### config.mk
export PLATFORM = sky130hd
export DESIGN_NAME = motion_event_rate_alert
export DESIGN_NICKNAME = d
export VERILOG_FILES = /design/src/rtl/mera_pkg.sv /design/src/rtl/mera_dp.sv /design/src/rtl/mera_ctrl.sv /design/src/rtl/motion_event_rate_alert.sv
export VERILOG_INCLUDE_DIRS = /design/src /design/src/rtl
export SDC_FILE = /design/constraint.sdc
export NUM_CORES = 1
export LEC_CHECK = 0
export ABC_CLOCK_PERIOD_IN_PS = 6200
export BUFFER_PORTS_ARGS = -buffer_cell sky130_fd_sc_hd__buf_2
export CORE_AREA = 3 3 312 344
export DETAILED_ROUTE_END_ITERATION = 10
export DIE_AREA = 0 0 315 347
export SYNTH_ARGS = -nofsm -noshare
export SYNTH_HDL_FRONTEND = slang
export SYNTH_SLANG_ARGS = --single-unit
### constraint.sdc
create_clock -name clk -period 6.2 [get_ports clk]
set_input_delay 1.86 -clock clk [delete_from_list [all_inputs] [get_ports clk]]
set_output_delay 1.86 -clock clk [all_outputs]
set_load 0.02 [all_outputs]
### src/rtl/assert_macros.svh
// Assertion macros shared by the motion event rate alert modules.
`ifndef ASSERT_MACROS_SVH
`define ASSERT_MACROS_SVH

// Checks a property on every rising clock edge outside of reset.
`define MERA_ASSERT(label, prop, msg) \
	label: assert property (@(posedge clk) disable iff (!arst_n) prop) else $error(msg);

// Checks that an expression never holds outside of reset.
`define MERA_ASSERT_NEVER(label, expr, msg) \
	`MERA_ASSERT(label, !(expr), msg)

`endif

### src/rtl/mera_pkg.sv
// Shared types and constants of the motion event rate alert.
package mera_pkg;

	localparam int unsigned DEF_HISTORY_DEPTH = 10;

	localparam int unsigned TIME_W     = 32;
	localparam int unsigned DEBOUNCE_W = 16;
	localparam int unsigned INTERVAL_W = 20;
	localparam int unsigned WINDOW_W   = 20;
	localparam int unsigned THRESH_W   = 4;
	localparam int unsigned COUNT_W    = 4;
	localparam int unsigned CFG_IDX_W  = 2;
	localparam int unsigned CFG_DATA_W = 20;

	localparam logic [CFG_IDX_W-1:0] CFG_DEBOUNCE = 2'd0;
	localparam logic [CFG_IDX_W-1:0] CFG_INTERVAL = 2'd1;
	localparam logic [CFG_IDX_W-1:0] CFG_WINDOW   = 2'd2;
	localparam logic [CFG_IDX_W-1:0] CFG_THRESH   = 2'd3;

	localparam logic [DEBOUNCE_W-1:0] RST_DEBOUNCE = 16'd3000;
	localparam logic [INTERVAL_W-1:0] RST_INTERVAL = 20'd1000;
	localparam logic [WINDOW_W-1:0]   RST_WINDOW   = 20'd20000;
	localparam logic [THRESH_W-1:0]   RST_THRESH   = 4'd3;

	localparam logic OP_DETECT = 1'b0;
	localparam logic OP_SCAN   = 1'b1;

	typedef enum logic [1:0] {
		ST_IDLE,
		ST_DECIDE,
		ST_SCAN,
		ST_FINISH
	} state_t;

	typedef struct packed {
		logic load;
		logic decide;
		logic scan_step;
		logic scan_end;
		logic out_load;
	} dp_cmd_t;

	typedef struct packed {
		logic scan_go;
		logic scan_done;
	} dp_sts_t;

endpackage

### src/rtl/mera_dp.sv
// Datapath: configuration, history memory, time checks and result register.
`include "assert_macros.svh"

module mera_dp #(
	parameter int unsigned HISTORY_DEPTH = mera_pkg::DEF_HISTORY_DEPTH
) (
	input  logic                                clk,
	input  logic                                arst_n,
	input  logic                                cfg_we,
	input  logic [mera_pkg::CFG_IDX_W-1:0]      cfg_index,
	input  logic [mera_pkg::CFG_DATA_W-1:0]     cfg_data,
	input  logic                                operation,
	input  logic [mera_pkg::TIME_W-1:0]         time_ms,
	input  mera_pkg::dp_cmd_t                   cmd,
	output mera_pkg::dp_sts_t                   sts,
	output logic                                accepted,
	output logic                                scanned,
	output logic [mera_pkg::COUNT_W-1:0]        recent_count,
	output logic                                high_alert
);
	import mera_pkg::*;

	localparam int unsigned PTR_W = (HISTORY_DEPTH > 1) ? $clog2(HISTORY_DEPTH) : 1;
	localparam int unsigned CNT_W = $clog2(HISTORY_DEPTH + 1);
	localparam int unsigned CMP_W = (CNT_W > COUNT_W) ? CNT_W : COUNT_W;

	logic [DEBOUNCE_W-1:0] debounce_q;
	logic [INTERVAL_W-1:0] interval_q;
	logic [WINDOW_W-1:0]   window_q;
	logic [THRESH_W-1:0]   thresh_q;

	logic              op_q;
	logic [TIME_W-1:0] now_q;
	logic [TIME_W-1:0] last_accept_q;
	logic [TIME_W-1:0] last_scan_q;

	logic [TIME_W-1:0] mem [HISTORY_DEPTH];
	logic [TIME_W-1:0] rd_data_s1;
	logic              rd_valid_s1;

	logic [PTR_W-1:0] head_q;
	logic [PTR_W-1:0] tail_q;
	logic [PTR_W-1:0] rd_ptr_q;
	logic [PTR_W-1:0] wr_ptr_q;
	logic [CNT_W-1:0] fill_q;
	logic [CNT_W-1:0] issued_q;
	logic [CNT_W-1:0] kept_q;
	logic             res_acc_q;
	logic             res_scan_q;

	logic              accepted_q;
	logic              scanned_q;
	logic [COUNT_W-1:0] count_q;
	logic              alert_q;

	logic [TIME_W-1:0] accept_age;
	logic [TIME_W-1:0] scan_age;
	logic [TIME_W-1:0] entry_age;
	logic              det_ok;
	logic              scan_ok;
	logic              keep;
	logic              issue;
	logic              append;
	logic              full;
	logic              mem_we;
	logic [PTR_W-1:0]  mem_waddr;
	logic [TIME_W-1:0] mem_wdata;
	logic [CMP_W-1:0]  kept_ext;
	logic [CMP_W-1:0]  thresh_ext;

	function automatic logic [PTR_W-1:0] ptr_inc(input logic [PTR_W-1:0] p);
		ptr_inc = (p == PTR_W'(HISTORY_DEPTH - 1)) ? '0 : p + PTR_W'(1);
	endfunction

	// Elapsed times use wrapping unsigned subtraction.
	assign accept_age = now_q - last_accept_q;
	assign scan_age   = now_q - last_scan_q;
	assign entry_age  = now_q - rd_data_s1;
	assign det_ok     = accept_age >= TIME_W'(debounce_q);
	assign scan_ok    = scan_age >= TIME_W'(interval_q);
	assign keep       = rd_valid_s1 && (entry_age <= TIME_W'(window_q));
	assign full       = fill_q == CNT_W'(HISTORY_DEPTH);
	assign issue      = cmd.scan_step && (issued_q < fill_q);
	assign append     = cmd.decide && (op_q == OP_DETECT) && det_ok;

	assign mem_we    = append || (cmd.scan_step && keep);
	assign mem_waddr = append ? tail_q : wr_ptr_q;
	assign mem_wdata = append ? now_q : rd_data_s1;

	assign sts.scan_go   = (op_q == OP_SCAN) && scan_ok;
	assign sts.scan_done = (issued_q == fill_q) && !rd_valid_s1;

	assign kept_ext   = CMP_W'(kept_q);
	assign thresh_ext = CMP_W'(thresh_q);

	always_ff @(posedge clk or negedge arst_n) begin
		if (!arst_n) begin
			debounce_q <= RST_DEBOUNCE;
			interval_q <= RST_INTERVAL;
			window_q   <= RST_WINDOW;
			thresh_q   <= RST_THRESH;
		end else if (cfg_we) begin
			unique case (cfg_index)
				CFG_DEBOUNCE: debounce_q <= cfg_data[DEBOUNCE_W-1:0];
				CFG_INTERVAL: interval_q <= cfg_data[INTERVAL_W-1:0];
				CFG_WINDOW:   window_q   <= cfg_data[WINDOW_W-1:0];
				CFG_THRESH:   thresh_q   <= cfg_data[THRESH_W-1:0];
				default: ;
			endcase
		end
	end

	// History memory: one write port and one registered read port.
	always_ff @(posedge clk) begin
		if (mem_we) begin
			mem[mem_waddr] <= mem_wdata;
		end
		if (issue) begin
			rd_data_s1 <= mem[rd_ptr_q];
		end
	end

	always_ff @(posedge clk) begin
		if (cmd.load) begin
			op_q  <= operation;
			now_q <= time_ms;
		end
		if (cmd.out_load) begin
			accepted_q <= res_acc_q;
			scanned_q  <= res_scan_q;
			count_q    <= (kept_ext > CMP_W'(15)) ? 4'hF : kept_ext[COUNT_W-1:0];
			alert_q    <= res_scan_q && (kept_ext >= thresh_ext);
		end
	end

	always_ff @(posedge clk or negedge arst_n) begin
		if (!arst_n) begin
			last_accept_q <= '0;
			last_scan_q   <= '0;
			head_q        <= '0;
			tail_q        <= '0;
			rd_ptr_q      <= '0;
			wr_ptr_q      <= '0;
			fill_q        <= '0;
			issued_q      <= '0;
			kept_q        <= '0;
			rd_valid_s1   <= 1'b0;
			res_acc_q     <= 1'b0;
			res_scan_q    <= 1'b0;
		end else begin
			if (cmd.decide) begin
				res_acc_q  <= append;
				res_scan_q <= sts.scan_go;
				kept_q     <= '0;
				if (append) begin
					// A full history drops its oldest entry by moving the head.
					last_accept_q <= now_q;
					tail_q        <= ptr_inc(tail_q);
					if (full) begin
						head_q <= ptr_inc(head_q);
					end else begin
						fill_q <= fill_q + CNT_W'(1);
					end
				end
				if (sts.scan_go) begin
					last_scan_q <= now_q;
					rd_ptr_q    <= head_q;
					wr_ptr_q    <= head_q;
					issued_q    <= '0;
					rd_valid_s1 <= 1'b0;
				end
			end
			if (cmd.scan_step) begin
				rd_valid_s1 <= issue;
				if (issue) begin
					rd_ptr_q <= ptr_inc(rd_ptr_q);
					issued_q <= issued_q + CNT_W'(1);
				end
				if (keep) begin
					wr_ptr_q <= ptr_inc(wr_ptr_q);
					kept_q   <= kept_q + CNT_W'(1);
				end
			end
			if (cmd.scan_end) begin
				fill_q <= kept_q;
				tail_q <= wr_ptr_q;
			end
		end
	end

	assign accepted     = accepted_q;
	assign scanned      = scanned_q;
	assign recent_count = count_q;
	assign high_alert   = alert_q;

	`MERA_ASSERT(a_fill_bound, fill_q <= CNT_W'(HISTORY_DEPTH), "history fill above depth")
	`MERA_ASSERT(a_kept_bound, kept_q <= issued_q, "more entries kept than read")
	`MERA_ASSERT_NEVER(a_append_in_scan, append && cmd.scan_step, "append during a scan")

endmodule

### src/rtl/mera_ctrl.sv
// Controller: sequences decision, history scan and result handoff.
`include "assert_macros.svh"

module mera_ctrl (
	input  logic              clk,
	input  logic              arst_n,
	input  logic              in_valid,
	output logic              in_ready,
	output logic              out_valid,
	input  logic              out_ready,
	input  mera_pkg::dp_sts_t sts,
	output mera_pkg::dp_cmd_t cmd
);
	import mera_pkg::*;

	state_t state_q;
	state_t state_d;
	logic   out_valid_q;

	always_ff @(posedge clk or negedge arst_n) begin
		if (!arst_n) begin
			state_q <= ST_IDLE;
		end else begin
			state_q <= state_d;
		end
	end

	always_comb begin
		state_d  = state_q;
		cmd      = '0;
		in_ready = 1'b0;
		unique case (state_q)
			ST_IDLE: begin
				in_ready = 1'b1;
				if (in_valid) begin
					cmd.load = 1'b1;
					state_d  = ST_DECIDE;
				end
			end
			ST_DECIDE: begin
				cmd.decide = 1'b1;
				state_d    = sts.scan_go ? ST_SCAN : ST_FINISH;
			end
			ST_SCAN: begin
				if (sts.scan_done) begin
					cmd.scan_end = 1'b1;
					state_d      = ST_FINISH;
				end else begin
					cmd.scan_step = 1'b1;
				end
			end
			ST_FINISH: begin
				if (!out_valid_q || out_ready) begin
					cmd.out_load = 1'b1;
					state_d      = ST_IDLE;
				end
			end
			default: state_d = ST_IDLE;
		endcase
	end

	always_ff @(posedge clk or negedge arst_n) begin
		if (!arst_n) begin
			out_valid_q <= 1'b0;
		end else if (cmd.out_load) begin
			out_valid_q <= 1'b1;
		end else if (out_ready) begin
			out_valid_q <= 1'b0;
		end
	end

	assign out_valid = out_valid_q;

	`MERA_ASSERT(a_no_overwrite, cmd.out_load |-> (!out_valid_q || out_ready), "result overwritten")
	`MERA_ASSERT(a_accept_decide, (in_valid && in_ready) |=> (state_q == ST_DECIDE), "no decide")
	`MERA_ASSERT(a_finish_entry, (state_q == ST_FINISH) |-> ($past(state_q) != ST_IDLE), "bad finish")

endmodule

### src/rtl/motion_event_rate_alert.sv
// Top level of the motion event rate alert: controller plus datapath.
//
// Channel  Direction  Handshake                 Payload
// in       input      in_valid / in_ready       operation, time_ms
// out      output     out_valid / out_ready     accepted, scanned, recent_count, high_alert
// cfg      input      cfg_we (no wait)          cfg_index, cfg_data
//
// A detection, or a scan that comes too early, passes through the decide and
// finish steps before the next item is accepted. A performed scan adds a scan
// step between them: the scan walks the history memory through its single read
// port, one entry a cycle, and writes the entries it keeps back in order. Reset
// clears the history fill and both time stamps at once; no clearing pass is
// needed. A result that is not taken stalls the block only in its last step, so
// the next item is accepted while the previous result still waits.
//
// Elapsed times are wrapping 32-bit unsigned differences. The history is a
// circular buffer: a detection into a full history overwrites the oldest entry
// and moves the head, and a scan compacts surviving entries toward the head.

module motion_event_rate_alert #(
	parameter int unsigned HISTORY_DEPTH = mera_pkg::DEF_HISTORY_DEPTH
) (
	input  logic                            clk,
	input  logic                            arst_n,
	input  logic                            cfg_we,
	input  logic [mera_pkg::CFG_IDX_W-1:0]  cfg_index,
	input  logic [mera_pkg::CFG_DATA_W-1:0] cfg_data,
	input  logic                            in_valid,
	output logic                            in_ready,
	input  logic                            operation,
	input  logic [mera_pkg::TIME_W-1:0]     time_ms,
	output logic                            out_valid,
	input  logic                            out_ready,
	output logic                            accepted,
	output logic                            scanned,
	output logic [mera_pkg::COUNT_W-1:0]    recent_count,
	output logic                            high_alert
);
	import mera_pkg::*;

	// Commands from the controller and status back from the datapath.
	dp_cmd_t cmd;
	dp_sts_t sts;

	mera_ctrl u_ctrl (
		.clk       (clk),
		.arst_n    (arst_n),
		.in_valid  (in_valid),
		.in_ready  (in_ready),
		.out_valid (out_valid),
		.out_ready (out_ready),
		.sts       (sts),
		.cmd       (cmd)
	);

	// The datapath holds the configuration, the history and the result item.
	mera_dp #(
		.HISTORY_DEPTH (HISTORY_DEPTH)
	) u_dp (
		.clk          (clk),
		.arst_n       (arst_n),
		.cfg_we       (cfg_we),
		.cfg_index    (cfg_index),
		.cfg_data     (cfg_data),
		.operation    (operation),
		.time_ms      (time_ms),
		.cmd          (cmd),
		.sts          (sts),
		.accepted     (accepted),
		.scanned      (scanned),
		.recent_count (recent_count),
		.high_alert   (high_alert)
	);

endmodule
==> flow_summary_export.csv, run 1 <==
group,metric,value,unit
outcome,status,"complete, no violations",
critical_path,cp_max_fo,28,
yosys,synth_compound_area_frac,0.118,
critical_path,r2r_setup_slack,350,ps
critical_path,start_kind,"register",
sta,finClkSkew,30.4,ps
yosys,synth_area_leaders,"edfxtp_1, dfrtp_1, ha_1, mux2_2, mux4_2",
floorplanning,die_area,109000,um^2
detailed_routing,drt_first_iter_violations,1119,
final_layout,final_util,0.319,
final_layout,layout-drive-gt1-share,0.189,
power,pwr-share-clk,0.195,
grt,grt_pass1_wl,114000,um
flow_run,maxCapViolations,0,
critical_path,cp.arrival,6160,ps
sta,whs,468,ps
yosys,synth_edf_count,392,
critical_path,r2r-start,"u_dp.now_q[1]$_DFFE_PP_",
yosys,yosys.area.top_type_share,0.405,
floorplanning,core,104000,um^2
placement,io_buffer_count,68,
critical_path,r2r_end,"u_dp.mem[0][23]$_DFFE_PP_",
yosys,yosys.area.top_type,"edfxtp_1",
cts,clock-sinks,550,
cts,htreeDepth,2,
yosys,synthCells,2349,
power,seq_power_share,0.326,
grt,grt_usage,0.134,
placement,placed_area,31400,um^2
yosys,yosysWarnings,0,
yosys,synth_nets,2577,
sta,slew_viol_final,0,
yosys,synth_top_family_by_area,"multiplexers",
cts,cts_buffers,55,
critical_path,crit_path_end,"u_dp.mem[0][23]$_DFFE_PP_",
sta,hold_violations,0,
yosys,synth-seq-cells,550,
detailed_routing,first_pass_iters,5,
critical_path,cp.required,6510,ps
grt,grt_pass1_vias,19200,
detailed_routing,routed_wirelength,74300,um
cts,clkTransAtPathRegs,60,ps
power,max-vdd-ir-drop,0.264,mV
detailed_routing,detail-route-antenna-nets,0,
detailed_routing,drt-vias-per-instance,4.93,
sta,rsz0062_at_grt,"false",
cts,cts_tree,"built",
yosys,async_flop_share,0.287,
critical_path,end_kind,"register",
floorplanning,die_h,347,um
floorplanning,num_io_pins,69,
final_layout,final_nets,2669,
sta,timing.slew.headroom,0.291,
yosys,synthSimpleGateAreaFrac,0.0850,
final_layout,synthToLayoutAreaGrowth,14.1,%
grt,antenna_found_initial,3,
sta,timing.final.crit_share,0.944,
final_layout,finish.instance_area,33200,um^2
detailed_routing,wire_per_inst,19.2,um
power,p_sw,6.65,mW
placement,hpwl,52900,um
yosys,synthXorXnorAreaFrac,0.0211,
critical_path,crit_start,"u_dp.now_q[1]$_DFFE_PP_",
power,comb_power_share,0.479,
yosys,ys.flop_type,"edfxtp_1",
cts,insertion_delay,640,ps
critical_path,worstSetupPathType,"reg -> reg",
detailed_routing,vias,19100,
final_layout,fillers,10400,
power,swShare,0.397,
placement,gp_congestion,0.913,
final_layout,seqCellArea,15800,um^2
power,internal_power,10.1,mW
yosys,synth.distinct_cells,92,
yosys,syn_area,29100,um^2
sta,setup_violations,0,
yosys,synthMuxAreaShare,0.119,
floorplanning,fp.dieW,315,um
yosys,ys_seq_area_frac,0.542,
sta,fmax,171,MHz
floorplanning,row_count,124,
final_layout,multi_input_area,12200,um^2
power,power.leakage,12.5,nW
sta,period_needed,5850,ps
detailed_routing,drc,0,
worst_hold_path,min_path_type,"reg -> reg",
critical_path,reg2regPathDepth,20,
yosys,synth_common_cells,"edfxtp_1, inv_1, a21oi_1",
yosys,synthAdderAreaFrac,0.0731,
grt,grt_overflow_total,0,
grt,grt_max_degree,104,
floorplanning,start_util,0.279,
sta,tightestPinTransition,1060,ps
cts,ctsLongestPathBuffers,3,
yosys,syn_area_per_cell,12.4,um^2
cts,clockRootBuffer,"clkbuf_16",
yosys,post-synth-top-count-cell,"edfxtp_1",
power,power.density,505,nW/um^2
per-stage QoR:
stage	total power [mW]	std cells	TNS, ps	setup WS, ps
after floorplan	11.4	2349	-16330	-255
after global placement	13.5	3769	0	418
after detailed placement	13.5	3769	0	297
after CTS	16.9	3870	0	243
after global routing	18.0	3871	0	2.65
final	16.7	3874	0	349
final cells by class:
cell class                 count  area share
tap                         1386      0.0523
multi-input combinational   1508       0.368
clock inverter                37      0.0108
sequential                   550       0.475
clock buffer                  64      0.0425
antenna                        3    0.000226
inverter                     201      0.0227
timing repair buffer         125      0.0283
layout by cell type (no fill, tap or decap), drive strengths merged, types with 11 or more instances in the layout:
cell and instances:
clkinvlp 11, nor2b 46, o21ai 115, inv 202, o31ai 13, or3 15, mux2 139, clkinv 21
xor2 33, nand3 44, a211oi 48, nand2 139, o21a 23, clkbuf 64, nand2b 13, dfrtp 138
and2 11, o211ai 19, and3 14, nor4 14, mux4 64, nand4 36, edfxtp 392, xnor2 37
a21o 36, a31oi 12, a21boi 11, buf 125, nor2 89, mux2i 46, ha 165, dfstp 20
nor3 36, a21oi 171
critical path, stage by stage, from the launching register on:
cell and delay (ps):
edfxtp_1 530, ha_1 320, nor2b_1 160, o31a_1 280, a311oi_1 320, buf_4 190
o21ai_0 150, a21o_1 220, a21oi_1 170, xnor2_1 90, ha_1 300, nand4_1 130
or4_1 520, nor4_1 290, o21ai_0 150, nor3_1 240, nand3_1 160, nor4bb_4 420
and3_1 280, a31o_2 300, buf_12 270
power by group through the flow:
stage                     Clock, mW  Sequential, mW  Combinational (mW)
after detailed placement          0            5.53                8.00
after CTS                      3.36            5.46                8.04
after global placement            0            5.51                7.95
after floorplan                   0            5.36                6.00
final                          3.26            5.46                8.02
after global routing           3.51            5.53                8.95
flip-flops by register name (all words and copies together) (netlist names), 4 cells and up:
| name | flops |
|---|---|
| u_dp.interval_q | 20 |
| u_dp.last_accept_q | 32 |
| u_dp.tail_q | 4 |
| u_dp.rd_data_s1 | 32 |
| u_dp.debounce_q | 16 |
| u_dp.rd_ptr_q | 4 |
| u_dp.thresh_ext | 4 |
| u_dp.mem | 320 |
| u_dp.fill_q | 4 |
| u_dp.recent_count | 4 |
| u_dp.kept_ext | 4 |
| u_dp.head_q | 4 |
| u_dp.window_q | 20 |
| u_dp.last_scan_q | 32 |
| u_dp.issued_q | 4 |
| u_dp.wr_ptr_q | 4 |
| u_dp.now_q | 32 |
worst min-delay path by stage:
stage                                startpoint  slack, ps  cells past startpoint                       to
floorplan            u_dp.res_acc_q$_DFFE_PN0P_        420                      0  u_dp.accepted$_DFFE_PP_
global placement    u_dp.res_scan_q$_DFFE_PN0P_        430                      0   u_dp.scanned$_DFFE_PP_
detailed placement  u_dp.res_scan_q$_DFFE_PN0P_        440                      0   u_dp.scanned$_DFFE_PP_
CTS                 u_dp.res_scan_q$_DFFE_PN0P_        460                      0   u_dp.scanned$_DFFE_PP_
global route        u_dp.res_scan_q$_DFFE_PN0P_        500                      0   u_dp.scanned$_DFFE_PP_
finish              u_dp.res_scan_q$_DFFE_PN0P_        470                      0   u_dp.scanned$_DFFE_PP_
kinds of logic (layout without fill, tap and decap cells):
kind of cell,Yosys count,after routing
other,0,3
AND/OR/NAND/NOR,489,489
XOR/XNOR,70,70
buffers and inverters,291,427
AO/OA/AOI/OAI,532,532
adder cells (fa/ha/maj),168,168
flip-flops,550,550
multiplexers,249,249
per-layer routing:
layer	wire (um)	vias to the layer above	track usage	part of all wire
met4	2030	0	0.0426	0.027
met2	36300	392	0.228	0.49
met3	3160	103	0.0223	0.043
li1	-	9036	-	-
met5	0	-	0	0
met1	32900	9557	0.173	0.44
timing repair:
action,in CTS,in global routing
buffers inserted,0,1
resized for setup,0,1
hold buffers,0,0
setup endpoints to repair,0,121
Note: power is estimated with default switching activity, not from simulation.
==> inputs of run 2 (changes only) <==
CORE_AREA = 3 3 234 259   (was 3 3 312 344)
DIE_AREA = 0 0 237 262   (was 0 0 315 347)
PLACE_DENSITY = 0.68   (was unset)
SKIP_CTS_REPAIR_TIMING = 1   (was unset)
==> flow_summary_export.csv, run 2 (synthesized netlist as in run 1, its figures left out) <==
group,metric,value,unit
grt,grt_overflow_total,0,
detailed_routing,drt-vias-per-instance,5.90,
cts,ctsLongestPathBuffers,3,
critical_path,crit_chain,"buf_4 > inv_1 > fa_1 > nand2b_1 > a21oi_2 > o21a_1 > a221o_2 > a21boi_2 > xnor2_1 > ha_1 > nand4_1 > or4_1 > nor4_1 > o21ai_0 > nor3_2 > nand3_1 > nor4bb_2 > nand4_1 > o22ai_4 > buf_12",
power,swShare,0.392,
cts,cts_buffers,55,
sta,fmax,170,MHz
sta,setup_violations,0,
cts,insertion_delay,620,ps
sta,finClkSkew,21.1,ps
cts,clock-sinks,550,
final_layout,layout-drive-gt1-share,0.189,
grt,grt_usage,0.219,
floorplanning,fp.dieW,237,um
floorplanning,start_util,0.498,
worst_hold_path,min_path_type,"reg -> reg",
critical_path,start_kind,"register",
sta,tightestPinTransition,1280,ps
power,max-vdd-ir-drop,0.252,mV
placement,io_buffer_count,68,
detailed_routing,vias,19100,
final_layout,largest_reg_flops,320,
grt,antenna_found_initial,0,
final_layout,final_nets,2660,
final_layout,final_util,0.557,
grt,grt_pass1_wl,107000,um
placement,dp_slack,159,ps
power,seq_power_share,0.323,
sta,hold_violations,0,
final_layout,final_cell_mix,"edfxtp_1, inv_1, a21oi_1",
detailed_routing,first_pass_iters,6,
placement,gp_congestion,0.906,
floorplanning,num_io_pins,69,
grt,grt_pass1_vias,19200,
cts,clockRootBuffer,"clkbuf_16",
sta,timing.slew.headroom,0.136,
final_layout,instances_no_fill,3239,
power,power.leakage,12.6,nW
outcome,status,"complete, no violations",
critical_path,cpPeakStageDelay,540,ps
detailed_routing,routed_wirelength,68900,um
critical_path,end_kind,"register",
final_layout,fillers,4724,
sta,setup_slack,328,ps
detailed_routing,wire_per_inst,21.3,um
flow_run,maxCapViolations,0,
sta,slew_viol_final,0,
power,pwr-share-clk,0.204,
final_layout,final_common_cell,"edfxtp_1",
sta,period_needed,5870,ps
placement,hpwl,49800,um
floorplanning,core,58300,um^2
cts,cts_tree,"built",
sta,fin_tns_setup,0,ps
floorplanning,die_area,62100,um^2
detailed_routing,drt_first_iter_violations,1138,
final_layout,n_antenna_cell,0,
final_layout,max_flop_register,"u_dp.mem",
critical_path,cp.arrival,6180,ps
grt,grt_max_degree,82,
power,total_power,16.9,mW
power,power.density,521,nW/um^2
floorplanning,row_count,93,
power,internal_power,10.3,mW
cts,clkTransAtPathRegs,70,ps
critical_path,slowest_stage,"or4_1",
cts,htreeDepth,2,
critical_path,worstSetupPathType,"reg -> reg",
detailed_routing,drc,0,
floorplanning,die_h,262,um
sta,timing.final.crit_share,0.947,
critical_path,cp_max_fo,32,
placement,dpl.cell_count,3129,
critical_path,cp_common_cell,"nand4_1",
power,p_sw,6.64,mW
final_layout,synthToLayoutAreaGrowth,11.7,%
critical_path,cp.required,6500,ps
power,comb_power_share,0.473,
detailed_routing,detail-route-antenna-nets,0,
[run 2: cell count changes in the layout (fill, tap and decap cells not counted), sizes merged]
cell / change
buf: -10
clkinvlp: -8
clkinv: +5
bufinv: +4
diode: -3
inv: +2
o21ai: +1
[run 2: metrics by stage]
stage | instance area [um^2] | hold slack [ps]
2_1_floorplan | 29100 | 425
3_3_place_gp | 30400 | 462
3_5_place_dp | 30400 | 444
4_1_cts | 32400 | 473
5_1_grt | 32500 | 486
6_report | 32500 | 472
[run 2: worst paths after layout]
kind,cells after the start,end,slack [ps],start
worst max-delay path,20,u_dp.mem[1][0]$_DFFE_PP_,330,u_dp.now_q[1]$_DFFE_PP_
worst min-delay path,0,u_dp.scanned$_DFFE_PP_,470,u_dp.res_scan_q$_DFFE_PN0P_
worst max register to register,20,u_dp.mem[1][0]$_DFFE_PP_,330,u_dp.now_q[1]$_DFFE_PP_
worst min register to register,0,u_dp.scanned$_DFFE_PP_,470,u_dp.res_scan_q$_DFFE_PN0P_
max in group asynchronous,2,u_dp.thresh_ext[0]$_DFFE_PN1P_,3990,arst_n
min in group asynchronous,1,u_dp.last_scan_q[22]$_DFFE_PN0P_,1280,arst_n
[run 2: layout make-up]
type,instances,area [um^2],share of cell area
sequential,550,15800,0.485
tap,760,951,0.0293
inverter,201,754,0.0232
clock buffer,64,1440,0.0444
multi-input combinational,1509,12200,0.377
clock inverter,40,464,0.0143
timing repair buffer,115,862,0.0266
[run 2: metal layers]
metal / vias up / share of wire / global-route usage
li1: 9000 / - / -
met3: 138 / 0.042 / 0.0217
met1: 9516 / 0.42 / 0.280
met4: 0 / 0.037 / 0.0830
met5: - / 0 / 0
met2: 457 / 0.50 / 0.387
[run 2: power groups by stage]
stage	Clock (mW)	Sequential (mW)	Combinational (mW)
finish	3.45	5.46	8.01
global route	3.65	5.54	8.91
CTS	3.52	5.46	7.97
detailed placement	0	5.53	7.92
global placement	0	5.50	7.74
floorplan	0	5.36	6.00
[run 2: critical path, delay by kind of cell, from the launching register on]
family | cells | cell delay [ps]
flip-flops | 1 | 410
AND/OR/NAND/NOR | 8 | 2360
XOR/XNOR | 1 | 100
AO/OA/AOI/OAI | 6 | 1470
buffers and inverters | 3 | 610
adder cells (fa/ha/maj) | 2 | 550
==> inputs of run 3 (changes only) <==
ABC_CLOCK_PERIOD_IN_PS = 6100   (was 6200)
PLACE_DENSITY = 0.66   (was 0.68)
clock period = 6.1 ns   (was 6.2 ns; I/O delays follow)
==> flow_summary_export.csv, run 3 (synthesized netlist as in run 1, its figures left out) <==
group,metric,value,unit
cts,cts_tree,"built",
placement,io_buffer_count,68,
critical_path,end_kind,"register",
floorplanning,die_h,262,um
floorplanning,die_area,62100,um^2
flow_run,maxCapViolations,0,
critical_path,cp.arrival,6070,ps
sta,setup_slack,341,ps
detailed_routing,drt-vias-per-instance,5.86,
final_layout,fillers,4740,
critical_path,worstSetupPathType,"reg -> reg",
worst_hold_path,min_path_type,"reg -> reg",
final_layout,instances_no_fill,3249,
final_layout,multi_input_area,12200,um^2
sta,finClkSkew,16.4,ps
placement,dpl.cell_count,3141,
detailed_routing,wire_per_inst,21.3,um
sta,setup_violations,0,
critical_path,start_kind,"register",
detailed_routing,vias,19000,
detailed_routing,detail-route-antenna-nets,0,
cts,insertion_delay,610,ps
cts,ctsLongestPathBuffers,3,
power,max-vdd-ir-drop,0.255,mV
sta,period_needed,5760,ps
sta,timing.slew.headroom,0.292,
sta,fmax,174,MHz
sta,slew_viol_final,0,
cts,clockRootBuffer,"clkbuf_16",
detailed_routing,first_pass_iters,5,
outcome,status,"complete, no violations",
cts,cts_buffers,53,
grt,grt_pass1_vias,19100,
final_layout,largest_reg_flops,320,
floorplanning,start_util,0.498,
cts,clock-sinks,550,
sta,tightestPinTransition,1060,ps
detailed_routing,routed_wirelength,69100,um
grt,grt_overflow_total,0,
final_layout,final_nets,2672,
critical_path,crit_chain,"ha_1 > a21o_1 > a211o_1 > o21a_1 > a221o_2 > a21boi_2 > xnor2_1 > ha_1 > nand4_1 > or4_1 > nor4_1 > o21ai_0 > nor3_1 > nand3_1 > nor4bb_4 > and3_1 > a31o_2 > buf_12",
detailed_routing,drt_first_iter_violations,1252,
power,power.leakage,12.5,nW
placement,gp_congestion,0.926,
critical_path,slowest_stage,"or4_1",
floorplanning,fp.dieW,237,um
final_layout,layout-drive-gt1-share,0.191,
critical_path,cpPeakStageDelay,520,ps
floorplanning,core,58300,um^2
sta,timing.final.crit_share,0.944,
critical_path,cp_max_fo,17,
critical_path,cp.required,6410,ps
sta,hold_violations,0,
detailed_routing,drc,0,
grt,antenna_found_initial,0,
cts,clkTransAtPathRegs,60,ps
final_layout,seqCellArea,15800,um^2
placement,hpwl,49500,um
grt,grt_usage,0.220,
final_layout,final_common_cell,"edfxtp_1",
grt,grt_pass1_wl,108000,um
power,power.density,524,nW/um^2
cts,htreeDepth,2,
final_layout,synthToLayoutAreaGrowth,11.6,%
floorplanning,num_io_pins,69,
final_layout,final_cell_mix,"edfxtp_1, inv_1, a21oi_1",
grt,grt_max_degree,159,
floorplanning,row_count,93,
critical_path,cp_common_cell,"ha_1",
placement,dp_slack,142,ps
final_layout,max_flop_register,"u_dp.mem",
## run 3: cell type report
type	instances	area share
sequential	550	0.486
multi-input combinational	1509	0.377
clock buffer	67	0.0438
timing repair buffer	129	0.0311
tap	760	0.0293
inverter	201	0.0233
clock inverter	32	0.00961
antenna	1	0.0000772
## run 3: worst max-delay path: cells and delay by family (launching register included)
family | cells | cell delay, ps
AOI/OAI and AO/OA | 7 | 1940
xor gates and xnor gates | 1 | 100
adders and majority gates | 2 | 610
buffers and inverters | 1 | 210
DFF | 1 | 500
and+or+nand+nor | 7 | 2100
## run 3: final timing paths
| path | to | depth (start not counted) | slack [ps] | from |
|---|---|---|---|---|
| min | u_dp.accepted$_DFFE_PP_ | 0 | 460 | u_dp.res_acc_q$_DFFE_PN0P_ |
| max reg2reg | u_dp.mem[0][15]$_DFFE_PP_ | 18 | 340 | u_dp.now_q[4]$_DFFE_PP_ |
| min reg2reg | u_dp.accepted$_DFFE_PP_ | 0 | 460 | u_dp.res_acc_q$_DFFE_PN0P_ |
| min in group asynchronous | u_dp.interval_q[2]$_DFFE_PN0P_ | 2 | 1340 | arst_n |
| max in group asynchronous | u_dp.rd_ptr_q[0]$_DFF_PN0_ | 2 | 3950 | arst_n |
| max | u_dp.mem[0][15]$_DFFE_PP_ | 18 | 340 | u_dp.now_q[4]$_DFFE_PP_ |
## run 3: where the power goes
group,switching (mW),internal [mW]
registers,0.410,5.12
clock network,1.44,1.83
logic,4.87,3.32
## run 3: stage by stage
stage / util / power, mW / hold slack [ps] / setup TNS (ps) / cell area, um^2
after detailed placement: 0.525 / 13.7 / 434 / 0 / 30600
final: 0.556 / 17.0 / 455 / 0 / 32400
after global placement: 0.525 / 13.5 / 440 / 0 / 30600
after global routing: 0.556 / 18.2 / 475 / -50.8 / 32400
after floorplan: - / 11.5 / 425 / -22730 / 29100
after CTS: 0.555 / 17.0 / 457 / 0 / 32300
## run 3: metal layers
layer / GRT usage / share of wire / wire [um]
met2: 0.389 / 0.51 / 35000
met5: 0 / 0 / 0
met1: 0.285 / 0.42 / 29300
met4: 0.0701 / 0.028 / 1970
met3: 0.0269 / 0.040 / 2780
